**src/design/plen_pkg.sv**
```systemverilog
// plen_pkg: shared types, codes and sizes for the positional list engine
// no dependencies; read by the interfaces, the controller, the datapath and the top level

package plen_pkg;

    // fixed field widths of the request and response words
    localparam int ACTION_W = 3;
    localparam int POS_W    = 8;
    localparam int ELEM_W   = 32;
    localparam int RVAL_W   = 32;
    localparam int STATUS_W = 2;
    localparam int LCNT_W   = 9;

    // defaults for the top level parameters
    localparam int CAPACITY_DEF   = 256;
    localparam int VALUE_BITS_DEF = 32;

    // cells per first-level group of the removal read tree
    localparam int GROUP_SIZE = 16;

    typedef enum logic [ACTION_W-1:0] {
        ACT_INS_HEAD = 3'd0,
        ACT_INS_TAIL = 3'd1,
        ACT_INS_POS  = 3'd2,
        ACT_REM_HEAD = 3'd3,
        ACT_REM_TAIL = 3'd4,
        ACT_REM_POS  = 3'd5
    } t_action;

    typedef enum logic [STATUS_W-1:0] {
        ST_DONE  = 2'd0,
        ST_EMPTY = 2'd1,
        ST_FULL  = 2'd2
    } t_status;

    // what the commit cycle does to the cell array
    typedef enum logic [1:0] {
        OP_NONE,
        OP_INS,
        OP_REM
    } t_op;

    typedef enum logic [1:0] {
        S_IDLE,
        S_LOOK,
        S_COMMIT
    } t_state;

    // controller to datapath
    typedef struct packed {
        logic load;    // capture the request word
        logic look;    // register decode and removal read tree
        logic commit;  // shift cells, update count, fill output register
    } t_ctrl_cmd;

    // datapath to controller
    typedef struct packed {
        logic out_free;  // output register empty or being drained this cycle
    } t_ctrl_stat;

endpackage

```
**src/design/plen_ctrl.sv**
```systemverilog
// plen_ctrl: sequencer for the positional list engine (idle, look, commit)
// depends on plen_pkg for the state type and the command and status structs

module plen_ctrl (
    input  logic                 i_clk,
    input  logic                 i_rst_n,
    input  logic                 i_in_valid,
    output logic                 o_in_ready,
    input  plen_pkg::t_ctrl_stat i_stat,
    output plen_pkg::t_ctrl_cmd  o_cmd
);

    plen_pkg::t_state r_state;
    plen_pkg::t_state n_state;

    always_ff @(posedge i_clk) begin
        if (!i_rst_n) begin
            r_state <= plen_pkg::S_IDLE;
        end else begin
            r_state <= n_state;
        end
    end

    // next state
    always_comb begin
        n_state = r_state;
        unique case (r_state)
            plen_pkg::S_IDLE: begin
                if (i_in_valid) n_state = plen_pkg::S_LOOK;
            end
            plen_pkg::S_LOOK: begin
                n_state = plen_pkg::S_COMMIT;
            end
            plen_pkg::S_COMMIT: begin
                if (i_stat.out_free) begin
                    n_state = i_in_valid ? plen_pkg::S_LOOK : plen_pkg::S_IDLE;
                end
            end
            default: n_state = plen_pkg::S_IDLE;
        endcase
    end

    // outputs; a new word is taken in idle and in the commit cycle
    always_comb begin
        o_cmd      = '0;
        o_in_ready = 1'b0;
        unique case (r_state)
            plen_pkg::S_IDLE: begin
                o_in_ready = 1'b1;
                o_cmd.load = i_in_valid;
            end
            plen_pkg::S_LOOK: begin
                o_cmd.look = 1'b1;
            end
            plen_pkg::S_COMMIT: begin
                o_in_ready   = i_stat.out_free;
                o_cmd.commit = i_stat.out_free;
                o_cmd.load   = i_stat.out_free && i_in_valid;
            end
            default: begin
                o_in_ready = 1'b0;
            end
        endcase
    end

endmodule

```
**config.mk**
```make
export PLATFORM = sky130hd
export DESIGN_NAME = plen_ctrl
export DESIGN_NICKNAME = d
export VERILOG_FILES = /design/src/design/plen_pkg.sv /design/src/design/plen_ctrl.sv
export SDC_FILE = /design/constraint.sdc
export NUM_CORES = 1
export LEC_CHECK = 0
export BUFFER_PORTS_ARGS = -buffer_cell sky130_fd_sc_hd__buf_4
export CAP_MARGIN = 20
export CORE_AREA = 4 4 41 43
export CTS_BUF_LIST = sky130_fd_sc_hd__clkbuf_4
export DETAILED_ROUTE_END_ITERATION = 10
export DIE_AREA = 0 0 45 47
export PLACE_DENSITY_LB_ADDON = 0.12
export REMOVE_ABC_BUFFERS = 1
export SYNTH_ARGS = -nofsm -noshare
export SYNTH_HDL_FRONTEND = slang
export SYNTH_SLANG_ARGS = --single-unit
```
**constraint.sdc**
```tcl
create_clock -name i_clk -period 1 [get_ports i_clk]
set_clock_uncertainty 0.1 [all_clocks]
set_input_delay 0.05 -clock i_clk [delete_from_list [all_inputs] [get_ports i_clk]]
set_output_delay 0.05 -clock i_clk [all_outputs]
set_load 0.05 [all_outputs]
```
==> results of run 1 <==
==> through the flow <==
stage,cell area [µm²],worst slack (ps),hold WS [ps]
2_1_floorplan,104,-757,67.7
5_1_grt,264,-235,22.5
3_5_place_dp,183,-47.1,176
3_3_place_gp,183,-25.2,176
6_report,264,-181,39.1
4_1_cts,251,-208,27.5
==> timing repair <==
action,in CTS,in global routing
pin swaps,2,1
hold buffers,1,0
hold endpoints to repair,1,0
resized for setup,9,2
setup endpoints to repair,4,5
gates cloned,0,0
buffers inserted,1,1
==> worst max-delay path: cells and delay by family, from the launching register on <==
family                 cells  cell delay [ps]
buffers and inverters      1              180
DFF                        1              310
and+or+nand+nor            2              310
==> logic make-up (layout without fill, tap and decap cells) <==
kind of cell | after synthesis | after routing | share of synthesized area, %
and+or+nand+nor | 8 | 8 | 50.6
DFF | 2 | 2 | 36.0
AOI/OAI and AO/OA | 1 | 1 | 6.74
buffers and inverters | 1 | 14 | 6.74
==> cell usage after synthesis <==
cell	count	share of area, %
and2b_1	1	6.7
buf_4	1	6.7
dfxtp_1	2	36
nand2_1	1	3.4
nor2_1	2	6.7
nor2b_1	1	5.6
nor3b_1	2	13
nor4bb_2	1	15
o21a_1	1	6.7
==> final timing paths <==
kind | end | from
worst max register to register | r_state[0] | r_state[1]
worst min-delay path | r_state[0] | i_in_valid
worst max-delay path | o_cmd[2] | r_state[1]
worst min register to register | r_state[0] | r_state[0]
==> final cells by class <==
type | count | area (µm²) | area share, %
clock buffer | 3 | 22.5 | 8.53
multi-input combinational | 9 | 77.6 | 29.4
sequential | 2 | 45.0 | 17.1
tap | 15 | 18.8 | 7.11
timing repair buffer | 11 | 100 | 37.9
==> per-layer routing <==
metal,vias to the layer above,global-route usage [%],share of wire [%]
met5,-,0,0
met3,0,3.83,11
met1,53,4.51,44
met4,0,5.26,0
met2,5,5.65,45
li1,68,-,-
==> power groups by stage <==
stage | Sequential [µW] | Clock [µW] | Combinational (µW)
floorplan | 90.5 | 0 | 53.8
CTS | 90.6 | 192 | 100
global route | 91.8 | 210 | 111
detailed placement | 91.4 | 0 | 85.5
global placement | 91.8 | 0 | 85.6
finish | 91.0 | 177 | 105
==> results_dict.tcl, run 1 <==
set metrics [dict create \
    p_per_area_nw_per_um2 1410 \
    wirelength_um 332 \
    worstMarginPinSlew_ps 206 \
    syn_avg_cell_area_um2 9.28 \
    antenna_found_initial 0 \
    fin_ws_ps -181 \
    cp.required_ps 850 \
    cts_made_buffers 3 \
    cts_tree "done" \
    grt_pass1_vias 146 \
    power.share.clock_pct 47.4 \
    post-route-util_pct 20.3 \
    rsz0062_at_grt "yes" \
    cts-root-buf "clkbuf_4" \
    clk_latency_ps 220 \
    fillers 150 \
    holdCritPathClass "input port to flop" \
    power.switching_uw 106 \
    place_hpwl_um 221 \
    avgViaCountPerCell 3.15 \
    drc 0 \
    critPathKind "flop to output pin" \
    fin_cells 40 \
    grt_pass1_wl_um 614 \
    ys_ff_latch 2 \
    status "complete, but fails checks" \
    p_total_uw 373 \
    syn-cell-area_um2 111 \
    fp.dieW_um 45 \
    switching_share_pct 28.5 \
    seqPwrFrac_pct 24.4 \
    final_max_slew_viol_count 0 \
    r2r_slack_ps -140 \
    cap_violations 0 \
    max_freq_mhz 847 \
    wl_per_cell_um 8.30 \
    hold_viol 0 \
    drive_gt1_share_pct 76.0 \
    ant_nets 0 \
    slew-limit-headroom_pct 86.0 \
    largest_reg_flops 2 \
    placed_cells 34 \
    violations "setup timing" \
    critPathSlowestCell "dfxtp_2" \
    syn_to_final_growth_pct 137 \
    diodes 0 \
    via_count 126 \
    cts_max_level 1 \
    coreArea_um2 1300 \
    crit_chain "nor2b_4, nor3b_2, buf_6" \
    setup_tns_ps -644 \
    gr-total-overflow 0 \
    synth_cell_types 9 \
    nets 31 \
    ir_drop_v 0.000422 \
    max_stage_delay_ps 310 \
    grt_max_degree 7 \
    ios 8 \
    cp.arrival_ps 1030 \
    initial_core_util_pct 8.56 \
    layout_commonest_cell "buf_4" \
    fin_crit_ps 1180 \
    fp.dieArea_um2 2120 \
    hold_depth 2 \
    clockBufferDepth 2 \
    final_cell_mix "buf_4 (6), buf_6 (4), clkbuf_4 (3)" \
    port_buffers 7 \
    crit_path_end_kind "output pin" \
    comb_power_share_pct 28.2 \
    critPathLaunchType "flop" \
    drt-initial-drc-count 2 \
    rows 13 \
    clk_pin_slew_ps 30 \
    fin_crit_sh_pct 118 \
    top_regs "r_state: 2 flops" \
    fp.dieH_um 47 \
    yosysWarnings 0 \
    setup_viol_count_final 5 \
    r2r_cells 4 \
    place_congestion 0.612 \
    largest_register "r_state" \
    internal-power_uw 267 \
    firstDrtPassIters 2 \
    cp_max_fo 3 \
    leakage_uw 0.000116 \
    globalRouteTotalUtil_pct 4.65 \
    clock-sinks 2 \
    yosysSeqAreaShare_pct 36.0 \
    synth_cells 12 \
]
No activity file was read; power rests on OpenSTA's default activity.
==> run 2, diff against run 1 <==
CTS_CLUSTER_DIAMETER = 50   (was unset)
REMOVE_ABC_BUFFERS = unset   (was 1)
==> results_dict.tcl, run 2 (synthesized netlist as in run 1, its figures left out) <==
set metrics [dict create \
    status "complete, but fails checks" \
    violations "setup timing" \
    cp.arrival_ps 1020 \
    place_congestion 0.583 \
    clk_pin_slew_ps 30 \
    hold_end "r_state[0]" \
    multi_input_area_um2 100 \
    comb_power_share_pct 31.7 \
    final_cell_mix "buf_4 (5), buf_6 (5), clkbuf_4 (3)" \
    rsz0062_at_grt "yes" \
    ant_nets 0 \
    r2r_slack_ps -100 \
    r2r_start "r_state[1]" \
    crit_path_end_kind "output pin" \
    hold_depth 2 \
    largest_reg_flops 2 \
    clock-sinks 2 \
    globalRouteTotalUtil_pct 4.65 \
    critPathSlowestCell "dfxtp_2" \
    leakage_uw 0.000134 \
    switching_share_pct 28.8 \
    final_max_slew_viol_count 0 \
    coreArea_um2 1300 \
    p_total_uw 393 \
    drt-initial-drc-count 0 \
    crit_chain "buf_6, and2b_1, buf_6" \
    fp.dieArea_um2 2120 \
    fp.dieW_um 45 \
    fillers 155 \
    worstMarginPinSlew_ps 196 \
    regArea_um2 45.0 \
    fin_ws_ps -171 \
    power.share.clock_pct 44.9 \
    hold_viol 0 \
    avgViaCountPerCell 3.27 \
    holdCritPathClass "input port to flop" \
    r2r-end "r_state[1]" \
    nets 32 \
    place_hpwl_um 242 \
    r2r_cells 4 \
    placed_cell_area_um2 214 \
    fin_crit_ps 1170 \
    gr-total-overflow 0 \
    ios 8 \
    max_stage_delay_ps 310 \
    initial_core_util_pct 8.56 \
    ir_drop_v 0.000275 \
    holdCritStartpoint "i_in_valid" \
    port_buffers 7 \
    final_area_um2 305 \
    cap_violations 0 \
    p_per_area_nw_per_um2 1290 \
    pre_cts_ws_ps -78.0 \
    firstDrtPassIters 1 \
    largest_register "r_state" \
    setup_viol_count_final 5 \
    cts_tree "done" \
    drc 0 \
    critPathKind "flop to output pin" \
    placed_cells 36 \
    clk_latency_ps 220 \
    grt_pass1_vias 159 \
    rows 13 \
    via_count 134 \
    path_delay_family "flip-flops" \
    clockBufferDepth 2 \
    power.switching_uw 113 \
    fin_crit_sh_pct 117 \
    cts_max_level 1 \
    diodes 0 \
    antenna_found_initial 0 \
    hold-worst-slack_ps 37.3 \
    fp.dieH_um 47 \
    seqPwrFrac_pct 23.4 \
    wl_per_cell_um 7.68 \
    synth_nets 16 \
    cts_made_buffers 3 \
    critPathBufInv 2 \
    internal-power_uw 280 \
    cts-root-buf "clkbuf_4" \
    slew-limit-headroom_pct 86.7 \
    cp.required_ps 850 \
    drive_gt1_share_pct 84.6 \
    syn_to_final_growth_pct 174 \
    grt_pass1_wl_um 634 \
    grt_max_degree 7 \
    max_freq_mhz 854 \
    wirelength_um 315 \
    cp_max_fo 3 \
    fin_cells 41 \
    top_regs "r_state: 2 flops" \
    path_common_cell "buf_6" \
    critPathLaunchType "flop" \
]
run 2: cell count changes in the layout (fill, tap and decap cells not counted):
cell / delta
and2b_2: -1
nand2_1: -1
and2b_1: +1
nor2_1: -2
nand2_4: +1
nor3b_2: -1
nor2_4: +1
buf_4: -1
nor3b_4: +1
nor2_2: +1
buf_6: +1
buf_8: +1
run 2: final cells by class:
cell class / count / share of cell area [%]
clock buffers: 3 / 7.38
well taps: 15 / 6.15
repair buffers: 12 / 38.9
flip-flops and latches: 2 / 14.8
multi-input cells: 9 / 32.8
run 2: worst max path at each step:
stage	startpoint	end	cells after the start
6_report	r_state[1]	o_cmd[1]	3
5_1_grt	r_state[1]	o_cmd[2]	3
4_1_cts	r_state[1]	o_cmd[2]	3
3_5_place_dp	r_state[1]	o_cmd[2]	3
3_3_place_gp	r_state[1]	o_cmd[2]	3
2_1_floorplan	r_state[1]	o_cmd[2]	2
run 2: timing repair:
action,CTS,global route
pin swaps,1,1
gates cloned,0,0
endpoints found under the setup margin,4,5
hold endpoints to repair,1,0
hold buffers,1,0
gates resized for setup,12,3
setup buffers,1,0
run 2: metrics by stage:
step	setup TNS, ps	utilization, %
final	-663	23.5
after global routing	-951	23.5
after CTS	-723	22.6
after detailed placement	-141	16.4
after global placement	-163	16.4
after floorplan	-176	-
run 2: power groups by stage:
| stage | Combinational [µW] | Clock, µW | Sequential, µW |
|---|---|---|---|
| after floorplan | 63.4 | 0 | 92.5 |
| after global placement | 99.5 | 0 | 92.5 |
| after detailed placement | 99.4 | 0 | 92.3 |
| after CTS | 122 | 189 | 92.0 |
| after global routing | 133 | 190 | 93.5 |
| final | 125 | 177 | 92.0 |
run 2: per-layer routing:
metal | vias up | part of all wire (%) | GRT usage, %
li1 | 69 | - | -
met1 | 60 | 38 | 4.07
met2 | 5 | 50 | 6.50
met3 | 0 | 11 | 3.45
met4 | 0 | 0 | 5.26
met5 | - | 0 | 0
